**config.mk**
```make
export PLATFORM = sky130hd
export DESIGN_NAME = spi_flash_array_command_sequencer_unit
export DESIGN_NICKNAME = d
export VERILOG_FILES = /design/src/design/sfacs_pkg.sv /design/src/design/spi_flash_array_command_sequencer_unit.sv
export SDC_FILE = /design/constraint.sdc
export NUM_CORES = 1
export LEC_CHECK = 0
export ABC_CLOCK_PERIOD_IN_PS = 10300
export BUFFER_PORTS_ARGS = -buffer_cell sky130_fd_sc_hd__buf_2
export CAP_MARGIN = 20
export CORE_MARGIN = 3
export CORE_UTILIZATION = 58
export CTS_CLUSTER_SIZE = 30
export DETAILED_ROUTE_END_ITERATION = 12
export MAX_ROUTING_LAYER = met4
export PLACE_DENSITY = 0.92
export SYNTH_ARGS = -nofsm -noshare
export SYNTH_HDL_FRONTEND = slang
export SYNTH_SLANG_ARGS = --single-unit
```
**constraint.sdc**
```tcl
create_clock -name clk -period 10.3 [get_ports clk]
set_input_delay 1.03 -clock clk [delete_from_list [all_inputs] [get_ports clk]]
set_output_delay 1.03 -clock clk [all_outputs]
set_load 0.005 [all_outputs]
```
**src/design/sfacs_pkg.sv**
```systemverilog
// shared types and constants for the spi flash array command sequencer
`default_nettype none

package sfacs_pkg;

  // request kinds
  typedef enum logic [2:0] {
    FUNC_READ    = 3'd0,
    FUNC_PROGRAM = 3'd1,
    FUNC_ERASE4K = 3'd2,
    FUNC_ERASE64 = 3'd3,
    FUNC_END     = 3'd4
  } func_t;

  // chip type codes
  localparam logic [2:0] TypeAbsent = 3'd0;
  localparam logic [2:0] Type8mA    = 3'd1;
  localparam logic [2:0] TypeExtA   = 3'd2;
  localparam logic [2:0] Type16m    = 3'd3;
  localparam logic [2:0] Type8mB    = 3'd4;
  localparam logic [2:0] TypeExtB   = 3'd5;
  localparam logic [2:0] TypeWide   = 3'd6;

  // spi opcodes
  localparam logic [7:0] OpWren     = 8'h06;
  localparam logic [7:0] OpWrdi     = 8'h04;
  localparam logic [7:0] OpWrExtAdr = 8'hC5;
  localparam logic [7:0] OpRead3    = 8'h0B;
  localparam logic [7:0] OpRead4    = 8'h0C;
  localparam logic [7:0] OpProg3    = 8'h02;
  localparam logic [7:0] OpProg4    = 8'h12;
  localparam logic [7:0] OpErase4k3 = 8'h20;
  localparam logic [7:0] OpErase4k4 = 8'h21;
  localparam logic [7:0] OpErase643 = 8'hD8;
  localparam logic [7:0] OpErase644 = 8'hDC;
  localparam logic [7:0] PadByte    = 8'h00;

  localparam int NumRegs  = 7;   // chip type registers
  localparam int MaxBytes = 10;  // bytes per request, upper bound
  localparam int CntW     = 4;   // holds MaxBytes
  localparam int AddrW    = 28;
  localparam int LocalW   = 25;  // largest chip is 2^25 bytes
  localparam int UnitW    = 6;   // sizes in units of 2^23, sum of up to eight chips

  // chip size in units of 2^23 bytes
  function automatic logic [2:0] size_units(input logic [2:0] t);
    logic [2:0] u;
    case (t)
      Type8mA, Type8mB:             u = 3'd1;
      Type16m:                      u = 3'd2;
      TypeExtA, TypeExtB, TypeWide: u = 3'd4;
      default:                      u = 3'd0;
    endcase
    return u;
  endfunction

endpackage

`default_nettype wire

```
**src/design/spi_flash_array_command_sequencer_unit.sv**
```systemverilog
// spi flash array command sequencer: address map and spi command header bytes
//
//  channel | dir | handshake           | payload
//  in_     | in  | in_tvalid/in_tready  | tdata array_address, tuser func
//  out_    | out | out_tvalid/out_tready| tdata byte/chip/frame marks, tuser error, tlast
//  cfg_    | in  | apb, pready tied high| chip type registers at 4*i
//
// a request is held in an input register, mapped onto a chip and expanded into its
// byte list in one pass, then loaded into the result register; the result register sends
// one byte per cycle unless stalled, 1 to 9 bytes per request, so the output side sets
// the rate. the next request is decoded while the current one drains: no gap between
// requests. first byte follows the input and result registers. reset clears the valid
// flags and type registers; an out_tready stall holds the byte and backs up the input.
`default_nettype none

module spi_flash_array_command_sequencer_unit #(
  parameter int NUM_CHIPS = 7
) (
  input  wire logic        clk,
  input  wire logic        rst_n,
  // input stream
  input  wire logic        in_tvalid,
  output      logic        in_tready,
  input  wire logic [31:0] in_tdata,   // [27:0] array_address, [31:28] zero
  input  wire logic [2:0]  in_tuser,   // [2:0] func
  // result stream
  output      logic        out_tvalid,
  input  wire logic        out_tready,
  output      logic [15:0] out_tdata,  // [7:0] spi_byte, [10:8] chip_index,
                                       // [11] frame_start, [12] frame_end, [15:13] zero
  output      logic [0:0]  out_tuser,  // [0] range_error
  output      logic        out_tlast,
  // configuration
  input  wire logic        cfg_psel,
  input  wire logic        cfg_penable,
  input  wire logic        cfg_pwrite,
  input  wire logic [4:0]  cfg_paddr,
  input  wire logic [31:0] cfg_pwdata,
  output      logic [31:0] cfg_prdata,
  output      logic        cfg_pready
);

  import sfacs_pkg::*;

  // configuration registers
  logic [2:0] type_r [NUM_CHIPS];
  logic [2:0] reg_idx;
  logic       cfg_wr;

  assign cfg_pready = 1'b1;
  assign reg_idx    = cfg_paddr[4:2];
  assign cfg_wr     = cfg_psel && cfg_penable && cfg_pwrite && cfg_pready;

  always_ff @(posedge clk) begin
    for (int i = 0; i < NUM_CHIPS; i++) begin
      if (!rst_n) begin
        type_r[i] <= TypeAbsent;
      end else if (cfg_wr && (int'(reg_idx) == i) && (i < NumRegs)) begin
        type_r[i] <= cfg_pwdata[2:0];
      end
    end
  end

  always_comb begin
    cfg_prdata = '0;
    for (int i = 0; i < NUM_CHIPS; i++) begin
      if ((int'(reg_idx) == i) && (i < NumRegs)) begin
        cfg_prdata = {29'd0, type_r[i]};
      end
    end
  end

  // input register
  logic             a_valid_r;
  logic [2:0]       a_func_r;
  logic [AddrW-1:0] a_addr_r;
  logic             a_pop;
  logic             a_drop;
  logic             h_free;

  // result register
  logic                         h_valid_r;
  logic [MaxBytes-1:0][7:0]     h_byte_r;
  logic [MaxBytes-1:0]          h_fs_r;
  logic [MaxBytes-1:0]          h_fe_r;
  logic                         h_err_r;
  logic [2:0]                   h_chip_r;
  logic [CntW-1:0]              h_cnt_r;
  logic [CntW-1:0]              idx_r;
  logic                         h_last;
  logic                         out_fire;

  assign a_drop    = a_func_r > FUNC_END;
  assign a_pop     = a_valid_r && (a_drop || h_free);
  assign in_tready = !a_valid_r || a_pop;

  always_ff @(posedge clk) begin
    if (!rst_n) begin
      a_valid_r <= 1'b0;
    end else if (in_tready) begin
      a_valid_r <= in_tvalid;
    end
  end

  always_ff @(posedge clk) begin
    if (in_tready && in_tvalid) begin
      a_func_r <= in_tuser;
      a_addr_r <= in_tdata[AddrW-1:0];
    end
  end

  // chip mapping: chips lie end to end, sizes are multiples of 2^23
  logic [4:0]        a_hi;
  logic [UnitW-1:0]  acc;
  logic [UnitW-1:0]  start;
  logic [UnitW-1:0]  hi_diff;
  logic              found;
  logic [2:0]        sel_chip;
  logic [2:0]        sel_type;
  logic [LocalW-1:0] loc;
  logic              ext;
  logic              wide;
  logic              is_read;
  logic              is_end;
  logic              close;
  logic [7:0]        op;
  logic [7:0]        adr3;
  logic [CntW-1:0]   pre;
  logic [CntW-1:0]   rel;

  logic [MaxBytes-1:0][7:0] seq_byte_nxt;
  logic [MaxBytes-1:0]      seq_fs_nxt;
  logic [MaxBytes-1:0]      seq_fe_nxt;
  logic [CntW-1:0]          seq_cnt_nxt;

  assign a_hi = a_addr_r[AddrW-1:23];

  always_comb begin
    acc      = '0;
    start    = '0;
    found    = 1'b0;
    sel_chip = '0;
    sel_type = TypeAbsent;
    for (int i = 0; i < NUM_CHIPS; i++) begin
      if (!found && ({1'b0, a_hi} < (acc + {3'd0, size_units(type_r[i])}))) begin
        found    = 1'b1;
        sel_chip = 3'(i);
        sel_type = type_r[i];
        start    = acc;
      end
      acc = acc + {3'd0, size_units(type_r[i])};
    end
  end

  assign hi_diff = {1'b0, a_hi} - start;
  assign loc     = {hi_diff[1:0], a_addr_r[22:0]};
  assign ext     = (sel_type == TypeExtA) || (sel_type == TypeExtB);
  assign wide    = sel_type == TypeWide;
  assign is_read = a_func_r == FUNC_READ;
  assign is_end  = a_func_r == FUNC_END;
  assign close   = (a_func_r == FUNC_ERASE4K) || (a_func_r == FUNC_ERASE64);
  assign adr3    = {7'd0, loc[24]};
  assign pre     = ext ? CntW'(3) : '0;

  always_comb begin
    case (a_func_r)
      FUNC_READ:    op = wide ? OpRead4 : OpRead3;
      FUNC_PROGRAM: op = wide ? OpProg4 : OpProg3;
      FUNC_ERASE4K: op = wide ? OpErase4k4 : OpErase4k3;
      default:      op = wide ? OpErase644 : OpErase643;
    endcase
  end

  // byte list: optional prefix, enable/disable, opcode, address, pad
  always_comb begin
    rel = '0;
    for (int j = 0; j < MaxBytes; j++) begin
      seq_byte_nxt[j] = PadByte;
      seq_fs_nxt[j]   = 1'b0;
      seq_fe_nxt[j]   = 1'b0;
      if (ext && (j < 3)) begin
        case (j)
          0: begin
            seq_byte_nxt[j] = OpWren;
            seq_fs_nxt[j]   = 1'b1;
            seq_fe_nxt[j]   = 1'b1;
          end
          1: begin
            seq_byte_nxt[j] = OpWrExtAdr;
            seq_fs_nxt[j]   = 1'b1;
          end
          default: begin
            seq_byte_nxt[j] = is_end ? PadByte : adr3;
            seq_fe_nxt[j]   = 1'b1;
          end
        endcase
      end else begin
        rel = CntW'(j) - pre;
        case (rel)
          4'd0: begin
            seq_byte_nxt[j] = (is_end || is_read) ? OpWrdi : OpWren;
            seq_fs_nxt[j]   = 1'b1;
            seq_fe_nxt[j]   = 1'b1;
          end
          4'd1: begin
            seq_byte_nxt[j] = op;
            seq_fs_nxt[j]   = 1'b1;
          end
          4'd2: seq_byte_nxt[j] = wide ? adr3 : loc[23:16];
          4'd3: seq_byte_nxt[j] = wide ? loc[23:16] : loc[15:8];
          4'd4: begin
            seq_byte_nxt[j] = wide ? loc[15:8] : loc[7:0];
            seq_fe_nxt[j]   = !wide && close;
          end
          4'd5: begin
            seq_byte_nxt[j] = wide ? loc[7:0] : PadByte;
            seq_fe_nxt[j]   = wide && close;
          end
          default: seq_byte_nxt[j] = PadByte;
        endcase
      end
    end
    // out of range: one all-zero byte with the error flag
    if (!found) begin
      seq_byte_nxt[0] = PadByte;
      seq_fs_nxt[0]   = 1'b0;
      seq_fe_nxt[0]   = 1'b0;
    end
  end

  always_comb begin
    if (!found) begin
      seq_cnt_nxt = CntW'(1);
    end else if (is_end) begin
      seq_cnt_nxt = pre + CntW'(1);
    end else begin
      seq_cnt_nxt = pre + (wide ? CntW'(6) : CntW'(5)) + (is_read ? CntW'(1) : CntW'(0));
    end
  end

  // result side
  assign out_fire = out_tvalid && out_tready;
  assign h_last   = CntW'(idx_r + CntW'(1)) == h_cnt_r;
  assign h_free   = !h_valid_r || (out_fire && h_last);

  always_ff @(posedge clk) begin
    if (!rst_n) begin
      h_valid_r <= 1'b0;
      idx_r     <= '0;
    end else if (h_free) begin
      h_valid_r <= a_pop && !a_drop;
      idx_r     <= '0;
    end else if (out_fire) begin
      idx_r <= idx_r + CntW'(1);
    end
  end

  always_ff @(posedge clk) begin
    if (h_free && a_pop && !a_drop) begin
      h_byte_r <= seq_byte_nxt;
      h_fs_r   <= seq_fs_nxt;
      h_fe_r   <= seq_fe_nxt;
      h_err_r  <= !found;
      h_chip_r <= found ? sel_chip : 3'd0;
      h_cnt_r  <= seq_cnt_nxt;
    end
  end

  assign out_tvalid   = h_valid_r;
  assign out_tdata    = {3'd0, h_fe_r[idx_r], h_fs_r[idx_r], h_chip_r, h_byte_r[idx_r]};
  assign out_tuser[0] = h_err_r;
  assign out_tlast    = h_last;

`ifndef SYNTHESIS
  a_idx_in_range: assert property (@(posedge clk) disable iff (!rst_n)
    h_valid_r |-> (idx_r < h_cnt_r))
    else $error("byte index past end of request");

  a_err_single: assert property (@(posedge clk) disable iff (!rst_n)
    (out_tvalid && h_err_r) |-> (out_tlast && (out_tdata == 16'd0)))
    else $error("range error result is not a single blank byte");

  a_first_opens_frame: assert property (@(posedge clk) disable iff (!rst_n)
    (out_tvalid && !h_err_r && (idx_r == '0)) |-> out_tdata[11])
    else $error("first byte of request does not open a frame");

  a_no_gap_in_request: assert property (@(posedge clk) disable iff (!rst_n)
    (out_tvalid && out_tready && !out_tlast) |=> out_tvalid)
    else $error("request bytes interrupted");
`endif

endmodule

`default_nettype wire
```
==> results of run 1 <==
## report_power, final
| group | total, mW | internal [mW] | switching [mW] | leakage (nW) |
|---|---|---|---|---|
| sequential | 0.748 | 0.719 | 0.0281 | 1.29 |
| clock | 0.587 | 0.356 | 0.231 | 0.284 |
| combinational | 0.916 | 0.365 | 0.551 | 2.33 |
| total | 2.25 | 1.44 | 0.810 | 3.90 |
## logic make-up after synthesis
family	synth area share [%]
AO/OA/AOI/OAI	14.51
adder cells (fa/ha/maj)	7.479
buffers and inverters	6.265
XOR/XNOR	3.711
multiplexers	7.632
AND/OR/NAND/NOR	14.78
flip-flops	45.54
other	0.08375
## layer usage
metal  wire, um  vias to the layer above  global-route usage [%]  share of wire (%)
met5          0                        -                       -                  0
met4        382                        0                   8.651                1.9
met3       1970                       36                   5.076                9.8
met2       9534                      371                   38.59                 47
met1       8258                     3141                   33.96                 41
li1           -                     3109                       -                  -
## Yosys cell counts (all sizes together) (4+ instances only)
master  number
a21oi       34
buf         48
mux2i       38
edfxtp     132
a21o        19
a211o        4
clkbuf      15
xor2        10
a22oi        9
xnor2       25
a221oi       4
nand2b      17
o21a         4
nand3       16
or2         11
o21ai       40
and2        34
nor2        75
o211ai       8
ha          42
nand2       65
nor2b       12
fa           6
inv         40
nor3        15
o22ai        4
a22o         5
a211oi      10
a31oi        7
mux2         9
dfxtp        6
mux4         9
## registers in the layout, summed over array words and instances, names as in the netlist
register / cells
type_r: 21
out_tvalid: 1
h_fe_r: 5
out_tuser: 1
h_cnt_r: 4
a_addr_r: 28
h_byte_r: 65
a_valid_r: 1
idx_r: 4
h_chip_r: 3
h_fs_r: 2
a_func_r: 3
## worst max-delay path: cells and delay by family, from the launching register on
family / cells / cell delay, ns
adder cells (fa/ha/maj): 8 / 3.96
AO/OA/AOI/OAI: 6 / 1.67
AND/OR/NAND/NOR: 5 / 1.16
buffers and inverters: 4 / 0.65
flip-flops: 1 / 0.50
XOR/XNOR: 2 / 0.35
## metrics by stage
| step | std cells | hold slack (ns) | power, mW | cell area, um2 | utilization, % |
|---|---|---|---|---|---|
| after floorplan | 870 | 0.4744 | 1.461 | 9121 | - |
| after global placement | 1060 | 0.5333 | 1.580 | 9310 | 62.87 |
| after detailed placement | 1060 | 0.5504 | 1.625 | 9310 | 62.87 |
| after CTS | 1092 | 0.5627 | 2.239 | 9884 | 66.75 |
| after global routing | 1092 | 0.5899 | 2.377 | 9884 | 66.75 |
| final | 1092 | 0.5592 | 2.251 | 9884 | 66.75 |
## worst max path at each step
stage / from / to / slack, ns / cells after the start
2_1_floorplan: type_r[0][0] / h_cnt_r[1] / 3.06 / 26
3_3_place_gp: type_r[0][0] / h_cnt_r[1] / 2.20 / 25
3_5_place_dp: type_r[0][0] / h_cnt_r[1] / 2.03 / 25
4_1_cts: type_r[0][0] / h_cnt_r[1] / 1.82 / 25
5_1_grt: type_r[0][0] / h_cnt_r[1] / 1.24 / 26
6_report: type_r[0][1] / h_cnt_r[1] / 1.74 / 25
## cell type report
class | count | area share (%)
clock buffer | 17 | 4.304
clock inverter | 15 | 1.506
inverter | 40 | 1.519
multi-input combinational | 629 | 45.38
sequential | 138 | 41.32
tap | 184 | 2.329
timing repair buffer | 69 | 3.646
==> flow_summary_export.csv, run 1 <==
group,metric,value,unit
status,status,"finished, final reports clean",
timing,skew,0.008915,ns
worst_setup_path,worst-r2r-setup-slack,1.74,ns
synth,syn_area,0.008967,mm2
worst_setup_path,crit_slowest_cell,"a2111oi_4",
global_routing,track_usage,25.23,%
timing,slew_headroom,31.93,%
worst_setup_path,end_kind,"flop",
synth,ys_seq_elements,138,
pwr,p_leak,3.904,nW
global_routing,grt_max_degree,81,
synth,ys.flop_type,"edfxtp_1",
flow_run,max-cap-violations,0,
clocking,hold_buffers,0,
synth,netlist_top_cells_area,"edfxtp_1, ha_1, mux2i_1, nor2_1, buf_4",
floorplanning,die_y,130.3,um
worst_setup_path,reg2reg_depth,25,
floorplanning,io_pins,132,
routing,firstDrtPassIters,5,
timing,fmax,0.1168,GHz
floorplanning,num_rows,44,
routing,vias_per_cell,6.096,
timing,worstMarginPinSlew,1.021,ns
timing,maxSlewViolCount,0,
hold_path,min_path_cells,2,
clocking,clkLatencyLatePin,0.43,ns
synth,ys_warn_count,0,
worst_setup_path,worstSetupPathType,"reg -> reg",
worst_setup_path,max_stage_delay,0.66,ns
routing,antenna_left,0,
routing,drc,0,
routing,wl_per_cell,18.45,um
cells_and_area,final_cell_mix,"edfxtp_1, nor2_1, nand2_1, buf_2, conb_1",
cells_and_area,areaGrowthSynthToFinish,10.23,%
global_routing,grt.overflow.total,0,
synth,synth_cells,829,
cells_and_area,layout-drive-gt1-share,16.52,%
synth,ys_async_sr_fraction,0,%
synth,synthDominantCellAreaShare,44.20,%
cells_and_area,final_nets,1022,
floorplanning,start_util,60.55,%
synth,yosysTopAreaCell,"edfxtp_1",
worst_setup_path,reg2reg_from,"type_r[0][1]",
timing,setup_viol_count_final,0,
timing,min_period,8.558,ns
timing,rsz0062_at_grt,"no",
cells_and_area,multi_input_area,0.004486,mm2
clocking,cts_buffers,17,
routing,drt_iter0_markers,621,
worst_setup_path,critical_path_arrival,8.73,ns
floorplanning,dieArea,0.01699,mm2
worst_setup_path,worst_ep_required_time,10.47,ns
clocking,clk_path_buf_depth,2,
placed_design,port_buffers,63,
clocking,cts_resized,0,
hold_path,holdCritPathClass,"reg -> reg",
synth,synthDistinctLibCells,87,
hold_path,min_to,"idx_r[1]",
synth,ys_seq_area_share,45.54,%
timing,finalWorstSetupSlack,1.742,ns
clocking,clkSlewWorstSetupHoldPaths,0.06,ns
worst_setup_path,r2r-end,"h_cnt_r[1]",
cells_and_area,diodes,0,
clocking,cts_setup_buffers,0,
clocking,cts-root-buf,"clkbuf_16",
clocking,cts_tree,"built",
placed_design,dp_hpwl,13790,um
cells_and_area,nFillCells,1016,
clocking,cts.htree.levels,4,
global_routing,antenna_found_initial,0,
cells_and_area,final_common_cell,"edfxtp_1",
pwr,vdd_drop_max,0.1641,mV
placed_design,place_ws,2.034,ns
pwr,p_per_area,227.7,mW/mm2
floorplanning,core_area,0.01481,mm2
worst_setup_path,critPathMaxFanout,28,
cells_and_area,regArea,0.004084,mm2
floorplanning,chipWidth,130.3,um
synth,syn_avg_cell_area,10.82,um2
global_routing,grt_pass1_vias,6356,
timing,period_share,83.09,%
synth,synth-edff-count,132,
placed_design,gp_congestion,0.8768,
clocking,clock-sinks,138,
routing,finalWirelength,20150,um
hold_path,min_from,"out_tvalid",
global_routing,grt_pass1_wl,32330,um
routing,vias,6657,
timing,hold_violations,0,
worst_setup_path,path_common_cell,"fa_1",
timing,setup_tns,0,ns
worst_setup_path,start_kind,"flop",
(Power assumes the default switching activity.)
==> run 2, diff against run 1 <==
--- a/config.mk
+++ b/config.mk
@@ -5,15 +5,15 @@
 export SDC_FILE = /design/constraint.sdc
 export NUM_CORES = 1
 export LEC_CHECK = 0
-export ABC_CLOCK_PERIOD_IN_PS = 10300
+export ABC_CLOCK_PERIOD_IN_PS = 7200
 export BUFFER_PORTS_ARGS = -buffer_cell sky130_fd_sc_hd__buf_2
 export CAP_MARGIN = 20
 export CORE_MARGIN = 3
-export CORE_UTILIZATION = 58
+export CORE_UTILIZATION = 53
 export CTS_CLUSTER_SIZE = 30
 export DETAILED_ROUTE_END_ITERATION = 12
 export MAX_ROUTING_LAYER = met4
-export PLACE_DENSITY = 0.92
+export PLACE_DENSITY = 0.89
 export SYNTH_ARGS = -nofsm -noshare
 export SYNTH_HDL_FRONTEND = slang
 export SYNTH_SLANG_ARGS = --single-unit
==> constraint.sdc (replaced) <==
create_clock -name clk -period 7.2 [get_ports clk]
set_input_delay 0.72 -clock clk [delete_from_list [all_inputs] [get_ports clk]]
set_output_delay 0.72 -clock clk [all_outputs]
set_load 0.005 [all_outputs]
==> flow_summary_export.csv, run 2 (same netlist as run 1, synthesis figures left out) <==
group,metric,value,unit
routing,wl_per_cell,18.41,um
global_routing,grt.overflow.total,0,
pwr,p_per_area,332.8,mW/mm2
clocking,clk_path_buf_depth,2,
cells_and_area,areaGrowthSynthToFinish,15.82,%
status,status,"finished, final reports clean",
hold_path,min_to,"a_addr_r[13]",
worst_setup_path,path_buf_inv,3,
global_routing,antenna_found_initial,0,
placed_design,gp_congestion,0.9236,
placed_design,placedCellCount,1126,
worst_setup_path,worstSetupPathType,"reg -> reg",
floorplanning,num_rows,46,
global_routing,grt_pass1_wl,33170,um
worst_setup_path,reg2reg_depth,23,
cells_and_area,regArea,0.004084,mm2
hold_path,holdCritPathClass,"in -> reg",
cells_and_area,final_nets,1064,
floorplanning,dieArea,0.01852,mm2
routing,firstDrtPassIters,5,
floorplanning,core_area,0.01623,mm2
cells_and_area,largest_reg_flops,65,
worst_setup_path,path_delay_family,"adder cells",
placed_design,port_buffers,63,
worst_setup_path,r2r-end,"h_byte_r[35]",
global_routing,grt_pass1_vias,6437,
timing,maxSlewViolCount,0,
worst_setup_path,path_common_cell,"fa_2",
clocking,cts-root-buf,"clkbuf_16",
cells_and_area,layout-drive-gt1-share,23.39,%
global_routing,grt_max_degree,81,
timing,slew_headroom,30.96,%
floorplanning,chipWidth,136.1,um
timing,period_share,97.51,%
routing,drc,0,
pwr,vdd_drop_max,0.2278,mV
hold_path,min_path_cells,1,
cells_and_area,final_cell_mix,"edfxtp_1, nor2_1, nand2_1, buf_2, buf_4",
global_routing,track_usage,23.60,%
worst_setup_path,worst_ep_required_time,7.37,ns
cells_and_area,nFillCells,1174,
routing,antenna_left,0,
hold_path,min_from,"in_tdata[13]",
routing,vias_per_cell,5.832,
worst_setup_path,crit_slowest_cell,"fa_2",
routing,finalWirelength,21450,um
timing,skew,0.008955,ns
worst_setup_path,critical_path_arrival,7.19,ns
timing,setup_viol_count_final,0,
pwr,p_leak,4.142,nW
placed_design,dp_hpwl,14710,um
cells_and_area,reg.largest.list,"h_byte_r (65), a_addr_r (28), type_r (21)",
clocking,cts_buffers,17,
cells_and_area,multi_input_area,0.004669,mm2
worst_setup_path,cp_cell_sequence,"xnor2_2, nor2_1, ha_1, ha_2, inv_1, fa_2, fa_2, fa_2, fa_2, fa_2, ha_1, a21oi_2, nor2b_1, o21ai_0, nand2b_1, a21o_1, a2111oi_4, buf_4, nand2_1, a22oi_2, buf_6, mux2_2, mux2_2",
timing,min_period,7.021,ns
clocking,clkSlewWorstSetupHoldPaths,0.06,ns
cells_and_area,fin_cells,1165,
worst_setup_path,reg2reg_from,"type_r[0][2]",
routing,vias,6794,
timing,hold_violations,0,
flow_run,max-cap-violations,0,
floorplanning,io_pins,132,
clocking,cts.htree.levels,4,
worst_setup_path,end_kind,"flop",
placed_design,placed_area,0.009609,mm2
timing,worstMarginPinSlew,1.036,ns
timing,fmax,0.1424,GHz
clocking,cts_tree,"built",
cells_and_area,regMostFlops,"h_byte_r",
worst_setup_path,critPathMaxFanout,4,
worst_setup_path,start_kind,"flop",
floorplanning,die_y,136.1,um
routing,drt_iter0_markers,745,
cells_and_area,final_core_util,63.99,%
clocking,clock-sinks,138,
timing,setup_tns,0,ns
cells_and_area,final_common_cell,"edfxtp_1",
clocking,clkLatencyLatePin,0.42,ns
cells_and_area,design_area,0.01039,mm2
cells_and_area,diodes,0,
worst_setup_path,worst-r2r-setup-slack,0.18,ns
floorplanning,start_util,55.25,%
worst_setup_path,max_stage_delay,0.61,ns
-- run 2: cell count changes in the layout (fill, tap and decap cells not counted), moves of 4 or more --
| cell | delta |
|---|---|
| buf_4 | +41 |
| xnor2_1 | -8 |
| xnor2_2 | +8 |
| fa_1 | -5 |
| fa_2 | +5 |
| a21oi_1 | -4 |
-- run 2: layout make-up --
type,count,area share [%]
clock buffer,18,4.132
clock inverter,13,0.9999
inverter,40,1.446
multi-input combinational,629,44.96
sequential,138,39.32
tap,216,2.602
timing repair buffer,111,6.541
-- run 2: per-stage QoR --
stage               setup slack, ns  total power [mW]  hold WS, ns
floorplan                  0.008147             2.093       0.4744
global placement            0.09825             2.417       0.5274
detailed placement          -0.1070             2.494       0.5406
CTS                         0.02077             3.314       0.4634
global route               -0.03394             3.633       0.4593
finish                       0.1795             3.456       0.4695
-- run 2: how the worst max path moves through the flow --
stage                            start           end  slack (ns)  cells after the start
final                     type_r[0][2]  h_byte_r[35]        0.18                     23
after floorplan           type_r[0][0]    h_cnt_r[1]       0.008                     26
after global placement    type_r[0][0]  h_byte_r[37]         0.1                     26
after global routing      type_r[0][2]  h_byte_r[40]       -0.03                     28
after detailed placement  type_r[0][0]  h_byte_r[37]       -0.11                     26
after CTS                 type_r[0][0]  h_byte_r[37]        0.02                     26
-- run 2: timing repair --
| action | 4_1_cts | 5_1_grt |
|---|---|---|
| hold buffers | 0 | 0 |
| hold endpoints to repair | 0 | 0 |
| buffers inserted | 1 | 7 |
| pin swaps | 1 | 19 |
| endpoints found under the setup margin | 27 | 59 |
| resized for setup | 3 | 37 |
-- run 2: power by group --
part	switching (mW)	internal, mW
clock	0.326	0.467
combinational	0.878	0.716
sequential	0.0398	1.03
total	1.24	2.21
-- run 2: layer usage --
layer	up-vias	track usage (%)	share of wire (%)
met5	-	-	0
li1	3181	-	-
met1	3173	31.60	41
met2	375	36.57	48
met3	65	4.515	8.3
met4	0	7.615	3.1
